**config.mk**
```make
export PLATFORM = sky130hd
export DESIGN_NAME = adjacency_matrix_graph_store
export DESIGN_NICKNAME = d
export VERILOG_FILES = /design/src/design/amgs_pkg.sv /design/src/design/amgs_ram.sv /design/src/design/amgs_ctrl.sv /design/src/design/amgs_dp.sv /design/src/design/adjacency_matrix_graph_store.sv
export SDC_FILE = /design/constraint.sdc
export NUM_CORES = 2
export LEC_CHECK = 0
export BUFFER_PORTS_ARGS = -buffer_cell sky130_fd_sc_hd__buf_2
export CELL_PAD_IN_SITES_DETAIL_PLACEMENT = 0
export CELL_PAD_IN_SITES_GLOBAL_PLACEMENT = 1
export CORE_ASPECT_RATIO = 1.2
export CORE_MARGIN = 5
export CORE_UTILIZATION = 37
export CTS_BUF_LIST = sky130_fd_sc_hd__clkbuf_16
export DETAILED_ROUTE_END_ITERATION = 10
export PLACE_DENSITY_LB_ADDON = 0.1
export SLEW_MARGIN = 20
export SYNTH_ARGS = -nofsm -noshare
export SYNTH_HDL_FRONTEND = slang
export SYNTH_SLANG_ARGS = --single-unit
```
**constraint.sdc**
```tcl
create_clock -name clk -period 8.9 [get_ports clk]
set_input_delay 1.335 -clock clk [delete_from_list [all_inputs] [get_ports clk]]
set_output_delay 1.335 -clock clk [all_outputs]
set_load 0.005 [all_outputs]
```
**src/design/amgs_pkg.sv**
```systemverilog
// Shared types and constants for the adjacency matrix graph store.
package amgs_pkg;

    localparam int VCOUNT_BITS    = 5;
    localparam int VCOUNT_RESET   = 16;
    localparam int VERTEX_BITS    = 4;
    localparam int REACH_VERTICES = 2 ** VERTEX_BITS;
    localparam int NEIGHBOR_BITS  = 5;
    localparam int COUNT_BITS     = 9;
    localparam int WEIGHT_IN_BITS = 16;
    localparam int MARK_IN_BITS   = 8;
    localparam int MARK_OUT_BITS  = 8;

    typedef enum logic [2:0] {
        OP_SET_EDGE   = 3'd0,
        OP_DEL_EDGE   = 3'd1,
        OP_TEST_EDGE  = 3'd2,
        OP_FIRST_NBR  = 3'd3,
        OP_NEXT_NBR   = 3'd4,
        OP_READ_MARK  = 3'd5,
        OP_WRITE_MARK = 3'd6,
        OP_READ_COUNT = 3'd7
    } op_t;

    typedef enum logic {
        ST_IDLE,
        ST_EXEC
    } state_t;

    typedef struct packed {
        op_t                              kind;
        logic [VERTEX_BITS-1:0]           from_vertex;
        logic [VERTEX_BITS-1:0]           to_vertex;
        logic signed [WEIGHT_IN_BITS-1:0] weight;
        logic [MARK_IN_BITS-1:0]          mark_value;
    } req_t;

    typedef struct packed {
        logic                     edge_present;
        logic [NEIGHBOR_BITS-1:0] neighbor;
        logic [MARK_OUT_BITS-1:0] mark_out;
        logic [COUNT_BITS-1:0]    edge_count;
        logic                     bad_vertex;
    } rsp_t;

    typedef struct packed {
        logic load;
        logic commit;
    } cmd_t;

endpackage

```
**src/design/amgs_ram.sv**
```systemverilog
// Generic single write port, single read port RAM with registered read data.
module amgs_ram #(
    parameter int WIDTH = 16,
    parameter int DEPTH = 256
) (
    input  logic                     clk,
    input  logic                     we,
    input  logic [$clog2(DEPTH)-1:0] waddr,
    input  logic [WIDTH-1:0]         wdata,
    input  logic                     re,
    input  logic [$clog2(DEPTH)-1:0] raddr,
    output logic [WIDTH-1:0]         rdata
);

    logic [WIDTH-1:0] mem_reg [DEPTH];
    logic [WIDTH-1:0] rdata_reg;

    always_ff @(posedge clk)
    begin
        if (we)
        begin
            mem_reg[waddr] <= wdata;
        end
        if (re)
        begin
            rdata_reg <= mem_reg[raddr];
        end
    end

    assign rdata = rdata_reg;

endmodule

```
**src/design/amgs_ctrl.sv**
```systemverilog
// Controller state machine sequencing each request through load and commit.
module amgs_ctrl (
    input  logic          clk,
    input  logic          rst_n,
    input  logic          req_valid,
    output logic          req_ready,
    output logic          rsp_valid,
    input  logic          rsp_ready,
    output amgs_pkg::cmd_t cmd
);

    import amgs_pkg::*;

    state_t state_reg;
    state_t state_next;
    logic   rsp_valid_reg;
    logic   rsp_valid_next;

    always_ff @(posedge clk or negedge rst_n)
    begin
        if (!rst_n)
        begin
            state_reg     <= ST_IDLE;
            rsp_valid_reg <= 1'b0;
        end
        else
        begin
            state_reg     <= state_next;
            rsp_valid_reg <= rsp_valid_next;
        end
    end

    always_comb
    begin
        state_next     = state_reg;
        rsp_valid_next = rsp_valid_reg && !rsp_ready;
        req_ready      = 1'b0;
        cmd            = '0;
        case (state_reg)
            ST_IDLE:
            begin
                req_ready = 1'b1;
                if (req_valid)
                begin
                    cmd.load   = 1'b1;
                    state_next = ST_EXEC;
                end
            end
            ST_EXEC:
            begin
                // The result is committed only once the output register is free.
                if (!rsp_valid_reg || rsp_ready)
                begin
                    cmd.commit     = 1'b1;
                    rsp_valid_next = 1'b1;
                    state_next     = ST_IDLE;
                end
            end
            default:
            begin
                state_next = ST_IDLE;
            end
        endcase
    end

    assign rsp_valid = rsp_valid_reg;

endmodule

```
**src/design/amgs_dp.sv**
```systemverilog
// Datapath: weight memory, presence bitmap, marks, edge total and response register.
module amgs_dp #(
    parameter int MAX_VERTICES = 16,
    parameter int WEIGHT_BITS  = 16,
    parameter int MARK_BITS    = 8
) (
    input  logic                                 clk,
    input  logic                                 rst_n,
    input  amgs_pkg::cmd_t                       cmd,
    input  amgs_pkg::req_t                       req,
    input  logic                                 cfg_valid,
    input  logic [amgs_pkg::VCOUNT_BITS-1:0]     cfg_data,
    output amgs_pkg::rsp_t                       rsp
);

    import amgs_pkg::*;

    localparam int RV    = (MAX_VERTICES < REACH_VERTICES) ? MAX_VERTICES : REACH_VERTICES;
    localparam int VW    = $clog2(RV);
    localparam int DEPTH = RV * (2 ** VW);

    req_t                   req_reg;
    rsp_t                   rsp_reg;
    rsp_t                   rsp_next;
    logic [VCOUNT_BITS-1:0] vc_reg;
    logic [COUNT_BITS-1:0]  total_reg;
    logic [COUNT_BITS-1:0]  total_next;
    logic [RV-1:0]          pres_reg [RV];
    logic [MARK_BITS-1:0]   mark_reg [RV];

    logic [VCOUNT_BITS-1:0] n_eff;
    logic [VW-1:0]          a_idx;
    logic [VW-1:0]          b_idx;
    logic                   a_ok;
    logic                   b_ok;
    logic                   ab_ok;
    logic                   edge_write;
    logic                   mark_write;
    logic [WEIGHT_BITS-1:0] wt;
    logic [WEIGHT_BITS-1:0] new_wt;
    logic                   new_present;
    logic                   old_present;
    logic [RV-1:0]          row;
    logic [VCOUNT_BITS-1:0] start;
    logic [VCOUNT_BITS-1:0] scan_nb;
    logic [WEIGHT_BITS-1:0] ram_rdata;

    always_comb
    begin
        if (vc_reg == '0)
        begin
            n_eff = VCOUNT_BITS'(1);
        end
        else if (int'(vc_reg) > MAX_VERTICES)
        begin
            n_eff = VCOUNT_BITS'(MAX_VERTICES);
        end
        else
        begin
            n_eff = vc_reg;
        end
    end

    assign a_idx = req_reg.from_vertex[VW-1:0];
    assign b_idx = req_reg.to_vertex[VW-1:0];
    assign a_ok  = {1'b0, req_reg.from_vertex} < n_eff;
    assign b_ok  = {1'b0, req_reg.to_vertex} < n_eff;
    assign ab_ok = a_ok && b_ok;

    assign wt          = WEIGHT_BITS'($unsigned(req_reg.weight));
    assign new_wt      = (req_reg.kind == OP_SET_EDGE) ? wt : '0;
    assign new_present = new_wt != '0;
    assign old_present = ab_ok ? pres_reg[a_idx][b_idx] : 1'b0;
    assign edge_write  = cmd.commit && ab_ok &&
                         (req_reg.kind == OP_SET_EDGE || req_reg.kind == OP_DEL_EDGE);
    assign mark_write  = cmd.commit && a_ok && (req_reg.kind == OP_WRITE_MARK);

    amgs_ram #(
        .WIDTH (WEIGHT_BITS),
        .DEPTH (DEPTH)
    ) u_weight_ram (
        .clk   (clk),
        .we    (edge_write),
        .waddr ({a_idx, b_idx}),
        .wdata (new_wt),
        .re    (cmd.load),
        .raddr ({req.from_vertex[VW-1:0], req.to_vertex[VW-1:0]}),
        .rdata (ram_rdata)
    );

    always_comb
    begin
        total_next = total_reg;
        if (edge_write)
        begin
            if (!old_present && new_present)
            begin
                total_next = total_reg + COUNT_BITS'(1);
            end
            else if (old_present && !new_present)
            begin
                total_next = total_reg - COUNT_BITS'(1);
            end
        end
    end

    // Lowest set bit of the row at or above the start column and below the count.
    always_comb
    begin
        row     = a_ok ? pres_reg[a_idx] : '0;
        start   = (req_reg.kind == OP_FIRST_NBR) ? '0
                                                 : {1'b0, req_reg.to_vertex} + VCOUNT_BITS'(1);
        scan_nb = n_eff;
        for (int i = RV - 1; i >= 0; i--)
        begin
            if (row[i] && (VCOUNT_BITS'(i) >= start) && (VCOUNT_BITS'(i) < n_eff))
            begin
                scan_nb = VCOUNT_BITS'(i);
            end
        end
    end

    always_comb
    begin
        rsp_next            = '0;
        rsp_next.edge_count = total_next;
        case (req_reg.kind)
            OP_SET_EDGE, OP_DEL_EDGE:
            begin
                rsp_next.bad_vertex = !ab_ok;
            end
            OP_TEST_EDGE:
            begin
                rsp_next.bad_vertex   = !ab_ok;
                rsp_next.edge_present = old_present && (ram_rdata != '0);
            end
            OP_FIRST_NBR:
            begin
                rsp_next.bad_vertex = !a_ok;
                rsp_next.neighbor   = a_ok ? scan_nb : n_eff;
            end
            OP_NEXT_NBR:
            begin
                rsp_next.bad_vertex = !ab_ok;
                rsp_next.neighbor   = ab_ok ? scan_nb : n_eff;
            end
            OP_READ_MARK:
            begin
                rsp_next.bad_vertex = !a_ok;
                rsp_next.mark_out   = a_ok ? MARK_OUT_BITS'(mark_reg[a_idx]) : '0;
            end
            OP_WRITE_MARK:
            begin
                rsp_next.bad_vertex = !a_ok;
            end
            default:
            begin
                rsp_next.bad_vertex = 1'b0;
            end
        endcase
    end

    always_ff @(posedge clk)
    begin
        if (cmd.load)
        begin
            req_reg <= req;
        end
        if (cmd.commit)
        begin
            rsp_reg <= rsp_next;
        end
    end

    always_ff @(posedge clk or negedge rst_n)
    begin
        if (!rst_n)
        begin
            vc_reg    <= VCOUNT_BITS'(VCOUNT_RESET);
            total_reg <= '0;
            for (int r = 0; r < RV; r++)
            begin
                pres_reg[r] <= '0;
                mark_reg[r] <= '0;
            end
        end
        else
        begin
            if (cfg_valid)
            begin
                vc_reg <= cfg_data;
            end
            total_reg <= total_next;
            if (edge_write)
            begin
                pres_reg[a_idx][b_idx] <= new_present;
            end
            if (mark_write)
            begin
                mark_reg[a_idx] <= MARK_BITS'(req_reg.mark_value);
            end
        end
    end

    assign rsp = rsp_reg;

endmodule

```
**src/design/adjacency_matrix_graph_store.sv**
```systemverilog
// Top level of the adjacency matrix graph store: controller, datapath and checks.
//
//   Channel  Handshake              Payload
//   req      req_valid/req_ready    req  (kind, from_vertex, to_vertex, weight, mark_value)
//   rsp      rsp_valid/rsp_ready    rsp  (edge_present, neighbor, mark_out, edge_count, bad_vertex)
//   cfg      cfg_valid/cfg_ready    cfg_data (vertex_count)
//
// Each request is first registered while the weight memory is read, then evaluated
// against the presence bitmap and committed. The next request is taken in the
// following cycle while the previous response waits in the output register.
// A response stalled by rsp_ready holds the commit step of the next request.
// Reset clears the presence bitmap, marks and edge total at once; no clearing pass.
module adjacency_matrix_graph_store #(
    parameter int MAX_VERTICES = 16,
    parameter int WEIGHT_BITS  = 16,
    parameter int MARK_BITS    = 8
) (
    input  logic                             clk,
    input  logic                             rst_n,
    input  logic                             req_valid,
    output logic                             req_ready,
    input  amgs_pkg::req_t                   req,
    output logic                             rsp_valid,
    input  logic                             rsp_ready,
    output amgs_pkg::rsp_t                   rsp,
    input  logic                             cfg_valid,
    output logic                             cfg_ready,
    input  logic [amgs_pkg::VCOUNT_BITS-1:0] cfg_data
);

    import amgs_pkg::*;

    localparam int RV        = (MAX_VERTICES < REACH_VERTICES) ? MAX_VERTICES : REACH_VERTICES;
    localparam int MAX_EDGES = RV * RV;

    cmd_t cmd;

    assign cfg_ready = 1'b1;

    amgs_ctrl u_ctrl (
        .clk       (clk),
        .rst_n     (rst_n),
        .req_valid (req_valid),
        .req_ready (req_ready),
        .rsp_valid (rsp_valid),
        .rsp_ready (rsp_ready),
        .cmd       (cmd)
    );

    amgs_dp #(
        .MAX_VERTICES (MAX_VERTICES),
        .WEIGHT_BITS  (WEIGHT_BITS),
        .MARK_BITS    (MARK_BITS)
    ) u_dp (
        .clk       (clk),
        .rst_n     (rst_n),
        .cmd       (cmd),
        .req       (req),
        .cfg_valid (cfg_valid),
        .cfg_data  (cfg_data),
        .rsp       (rsp)
    );

    a_one_in_flight: assert property (@(posedge clk) disable iff (!rst_n)
        req_valid && req_ready |=> !req_ready)
        else $error("request accepted while another is being processed");

    a_count_bound: assert property (@(posedge clk) disable iff (!rst_n)
        rsp_valid |-> (int'(rsp.edge_count) <= MAX_EDGES))
        else $error("edge total exceeds the matrix size");

    a_present_ok: assert property (@(posedge clk) disable iff (!rst_n)
        rsp_valid && rsp.edge_present |-> !rsp.bad_vertex)
        else $error("edge reported present for an invalid vertex");

    a_mark_ok: assert property (@(posedge clk) disable iff (!rst_n)
        rsp_valid && (rsp.mark_out != '0) |-> !rsp.bad_vertex)
        else $error("mark returned for an invalid vertex");

endmodule

```
### Yosys cells after proc, flatten, opt, wreduce, memory -nomap -nowiden

Memories as Yosys holds them, arrays and structs flattened. A register that Yosys moved wholly into a read port is not among the register bits.
Index checks and enable logic that the tools add are counted.
W data, S select, Z words.

| word-level totals | value |
|---|---|
| bits in registers | 459 |
| memory bits (writable) | 4096 |
| input bits | 45 |
| output and inout port bits | 27 |
| word-level logic and storage cells | 211 |
| memories kept | 1 |

| cells by class | value |
|---|---|
| add/subtract/negate cells | 3 |
| $lt $le $gt $ge | 39 |
| eq/ne operators | 6 |
| mux-type cells | 56 |
| bitwise operators | 2 |
| reductions and logical operators | 58 |

Memories:

| memory | words | bits a word | rd ports | clocked after memory_dff | wr ports | RTL line | text |
|---|---|---|---|---|---|---|---|
| u_dp.u_weight_ram.mem_reg | 256 | 16 | 1 | 1 | 1 | amgs_ram.sv:15 | `logic [WIDTH-1:0] mem_reg [DEPTH];` |

Operator list:

| kind | count |
|---|---|
| $bwmux W256 | 1 |
| $bwmux W128 | 1 |
| $mux W5 | 21 |
| $mux W16 | 5 |
| $bmux W16 S4 | 1 |
| $demux W16 S4 | 1 |
| $logic_and A1 B1 Y1 | 43 |
| $ge A4 B5 Y1 const A | 8 |
| $lt A4 B5 Y1 const A | 8 |
| $bmux W8 S4 | 1 |
| $demux W8 S4 | 1 |
| $reduce_bool A16 Y1 | 2 |
| $mux W9 | 3 |
| $mux W8 | 3 |
| $ge A3 B5 Y1 const A | 4 |
| $lt A3 B5 Y1 const A | 4 |
| $mux W1 | 13 |
| $ge A1 B5 Y1 const A | 2 |
| $ge A2 B5 Y1 const A | 2 |
| $lt A1 B5 Y1 const A | 2 |
| $lt A2 B5 Y1 const A | 2 |
| $lt A4 B5 Y1 | 2 |
| $pmux W5 S2 | 1 |
| $add A9 B1 Y9 const B | 1 |
| 22 further kinds | 32 |

### Logic depth before layout (Yosys ltp)

| logic depth | value |
|---|---|
| word-level depth | 25 |
| depth in mapped cells | 14 |
| depth with buffers taken out | 11 |

### By module

Synthesis repeated with hierarchy kept, for this count alone.

| unflattened totals | value |
|---|---|
| cells, all modules | 9227 |
| area, all modules | 181602.9 µm² |

By module, submodules not included:

| module | times used | cells an instance | area each (µm²) | sequential area each (µm²) |
|---|---|---|---|---|
| amgs_ram | 1 | 7360 | 158874.9 | 123478.4 |
| amgs_dp | 1 | 1857 | 22622.9 | 11732.5 |
| amgs_ctrl | 1 | 8 | 93.8 | 50.0 |
| adjacency_matrix_graph_store | 1 | 2 | 11.3 | 0.0 |

### Worst setup path before layout

OpenSTA, ideal clock, no wires.

| timing path | value |
|---|---|
| path kind | register -> register |
| start point | register u_dp.req_reg[34] (netlist name) |
| end point | memory u_dp.u_weight_ram.mem_reg[0][10], data pin |
| library setup time | 0.870 ns |
| arrival time | 4.505 ns |
| required time | 8.030 ns |
| slack | 3.525 ns |
| cell stages (with the launch flop) | 5 |
| buffers on the path | 2 |
| period minus slack after synthesis | 5.375 ns |
| path through | edfxtp_1 > clkbuf_1 > nor3_1 > clkbuf_1 > and2_1 |

| between the ends | value |
|---|---|
| word-level cells in the longest chain between the ends | 2 |

RTL lines:

| element | RTL line | text |
|---|---|---|
| start, declared | amgs_dp.sv:22 | `req_t req_reg;` |
| start signal, assigned | amgs_dp.sv:167 | `req_reg <= req;` |
| $logic_not A3 Y1 | amgs_dp.sv:71 | `assign new_wt = (req_reg.kind == OP_SET_EDGE) ? wt : '0;` |
| $mux W16 | amgs_dp.sv:71 |  |
| named net u_dp.new_wt[10] | amgs_dp.sv:40 | `logic [WEIGHT_BITS-1:0] new_wt;` |
| end, declared | amgs_ram.sv:15 |  |

The timed path passes the listed nets, and every way through them passes these cells.

### Worst setup path in the final report

| timing path | value |
|---|---|
| start point | register u_dp.vc_reg[4] |
| end point | register u_dp.pres_reg[147] (netlist name) |

| between the ends | value |
|---|---|
| word-level cells in the longest chain between the ends | 7 |
| elaborated cells on any way between the ends | 9 |
| classes of those cells | 3 x order compare; 2 x mux; 4 x reduce/logical |

RTL lines:

| element | RTL line | text |
|---|---|---|
| start, declared | amgs_dp.sv:25 | `logic [VCOUNT_BITS-1:0] vc_reg;` |
| start signal, assigned | amgs_dp.sv:179 | `vc_reg <= VCOUNT_BITS'(VCOUNT_RESET);` |
| start signal, assigned | amgs_dp.sv:191 | `vc_reg <= cfg_data;` |
| $gt A5 B5 Y1 | amgs_dp.sv:54 | `else if (int'(vc_reg) > MAX_VERTICES)` |
| $mux W5 | amgs_dp.sv:54 |  |
| $mux W5 * | amgs_dp.sv:50 | `if (vc_reg == '0)` |
| $lt A4 B5 Y1, on equally long branches | amgs_dp.sv:66, amgs_dp.sv:67 |  |
| $logic_and A1 B1 Y1 * | amgs_dp.sv:68 | `assign ab_ok = a_ok && b_ok;` |
| $logic_and A1 B1 Y1 * (2 in a row) | amgs_dp.sv:74 | `assign edge_write = cmd.commit && ab_ok &&` |
| end signal, assigned by index | amgs_dp.sv:196 | `pres_reg[a_idx][b_idx] <= new_present;` |
| end, declared | amgs_dp.sv:28 | `logic [RV-1:0] pres_reg [RV];` |

Mark *: on every way between the ends. The rest lies on a longest branch, timed or not.
A chain may end at the register's enable or synchronous reset.

==> flow_summary.toml <==
[outcome]
outcome = "complete, no violations"

[synth]
synth-edff-count = 4171
yosysUniqueCellTypes = 68
avgSynthCellArea_um2 = 23.62
synth_area_um2 = 178200
async_flop_share_pct = 8.751
ys.warnings.count = 0
yosysMostFrequentCell = "edfxtp_1"
ys_ff_latch = 4571
ys_top_cells_by_area = "edfxtp_1, mux4_2, dfrtp_1"
synth_top_cell_area_share_pct = 70.31
synthTopCellsByCount = "edfxtp_1, mux4_2, dfrtp_1"
synth_top_cell_by_area = "edfxtp_1"
synth_nets = 7600
ys_seq_area_share_pct = 75.92
syn_inst = 7543
ys.flop_type = "edfxtp_1"

[finish]
nets = 7922
areaGrowthSynthToFinish_pct = 14.16
instances_no_fill = 14620
drive_gt1_share_pct = 37.79
largest_register_ffs = 4096

[power_and_ir_drop]
power_frac_comb_pct = 6.9
leakagePower_uw = 0.06695
power_density_nw_per_um2 = 229.9
clock_power_share_pct = 41.8
power_switching_uw = 10890
netSwitchingFraction_pct = 23.29
peakVddDrop_v = 0.0001973
p_int_uw = 35870
p_seq_share_pct = 51.3

[clock_tree]
holdBufCountCts = 0
cts_max_level = 5
postCtsSetupRepairBufs = 0
cts_tree = "yes"
clock_sinks = 4571
path_clk_slew_ns = 0.06
cts_resized = 0
cts-root-buf = "clkbuf_16"
clk_latency_ns = 1.06
cts_buffers = 465
clock_path_buffers = 4

[timing]
slew_violations = 0
tns_ns = 0
maxSlewHeadroom_pct = 15.84
fin_crit_sh_pct = 70.34
fin_hold_ws_ns = 0.3200
fin_skew_ns = 0.07296
setup_violations = 0
finalHoldViolCount = 0
rsz0062_at_grt = "no"
fmax_ghz = 0.1597
layout_min_cycle_time_ns = 6.261
setup_slack_ns = 2.639
tightest_slew_ns = 1.262

[grt]
grtUsageTotal_pct = 21.59
grt_overflow = 0
antenna_found_initial = 53
grt_pass1_vias = 85530
grt_pass1_wl_um = 742500
grt_max_degree = 177

[placed_design]
place.gp.congestion = 0.8589
portBuffers = 70
hpwl_um = 334700
dp_slack_ns = 2.728
dp_cells = 13720

[detailed_routing]
vias = 82380
drt-total-wl_um = 542800
ant_nets = 0
drc_errors = 0
vias_per_cell = 5.635
drt_iter0_drc = 7954
drtPass1Iterations = 7
wl_per_cell_um = 37.13

[floorplanning]
rows = 279
fp.dieArea_um2 = 495500
start_util_pct = 37.09
pin_count = 72
die_h_um = 770.1
die_w_um = 643.4
coreArea_um2 = 480300

[worst_setup_path]
start_kind = "flop"
cp_data_arrival_time_ns = 7.14
critPathKind = "flop to flop"
crit_required_ns = 9.78
critPathMaxFanout = 17
cp-end-kind = "flop"

[min_path]
hold_class = "input port to asynchronous set/reset pin"

[run]
maxCapViolCount = 0
## final timing paths
| path | cells past startpoint | to | slack (ns) | start |
|---|---|---|---|---|
| max in group asynchronous | 2 | u_dp.pres_reg[195] | 6.99 | rst_n |
| worst min register to register | 1 | u_dp.total_reg[8] | 0.48 | u_dp.total_reg[8] |
| worst max register to register | 11 | u_dp.pres_reg[147] | 2.64 | u_dp.vc_reg[4] |
| worst min-delay path | 1 | u_dp.mark_reg[3] | 0.32 | rst_n |
| worst max-delay path | 11 | u_dp.pres_reg[147] | 2.64 | u_dp.vc_reg[4] |
| min in group clk | 1 | u_dp.wt[1] | 0.47 | req[9] |
## per-stage QoR
step           instance area, µm²  util [%]  power, µW
2_1_floorplan              178200         -      26190
3_3_place_gp               187900     39.13      27680
3_5_place_dp               188000     39.14      27740
4_1_cts                    203200     42.30      47320
5_1_grt                    203300     42.33      48250
6_report                   203400     42.34      46760
## final cells by class
class / instances / area (µm²)
fill: 41250 / 277000
sequential: 4571 / 135300
multi-input combinational: 2520 / 42280
clock buffer: 467 / 11690
tap: 6322 / 7910
clock inverter: 405 / 3520
timing repair buffer: 290 / 2589
antenna: 27 / 67.56
inverter: 17 / 63.81
## cell usage in the layout, fill, tap and decap left out, types with 14 or more instances in the layout
master / count
clkinv_2: 104
nand3_1: 32
nor2_2: 165
buf_4: 179
mux2i_1: 24
clkinv_1: 110
nand2_1: 52
dfrtp_1: 399
bufinv_16: 49
o21ai_0: 19
edfxtp_1: 4171
a22oi_1: 14
clkbuf_16: 467
inv_1: 111
buf_2: 63
diode_2: 27
buf_12: 39
nor2_1: 36
mux2_2: 393
clkinvlp_4: 17
a21oi_1: 19
mux4_2: 1471
nor2_4: 92
nor2b_1: 17
and2_4: 17
## per-layer routing
layer / share of wire, % / GRT usage, %
met2: 51 / 37.02
met5: 0.014 / 0
met4: 2.9 / 5.736
met3: 4.9 / 2.927
met1: 41 / 29.11
## power by group through the flow
| stage | Combinational (µW) | Sequential, µW | Clock [µW] |
|---|---|---|---|
| floorplan | 1760 | 24400 | 0 |
| global route | 3390 | 24000 | 20900 |
| global placement | 3250 | 24400 | 0 |
| CTS | 3310 | 24000 | 20000 |
| detailed placement | 3310 | 24400 | 0 |
| finish | 3240 | 24000 | 19500 |
## cells by family (layout without fill, tap and decap cells)
kind of cell             Yosys count  after routing  synth area share, %
AO/OA/AOI/OAI                    102            102               0.3982
XOR/XNOR                          11             11              0.05408
adder cells (fa/ha/maj)           13             13              0.08990
buffers and inverters            452           1179                1.044
flip-flops                      4571           4571                75.92
multiplexers                    1888           1888                21.22
other                              1             28             0.002105
AND/OR/NAND/NOR                  505            505                1.272
## worst max-delay path, cell delays in order, from the launching register on
cell     delay, ns
dfstp_2       0.68
inv_1         0.20
nand2_1       0.18
ha_1          0.29
a21o_1        0.18
a21oi_1       0.36
o22a_1        0.39
and3_1        0.91
buf_4         0.43
nand3_1       0.83
nor2_2        1.19
mux2_2        0.42
Power figures use the tool's default switching activity.
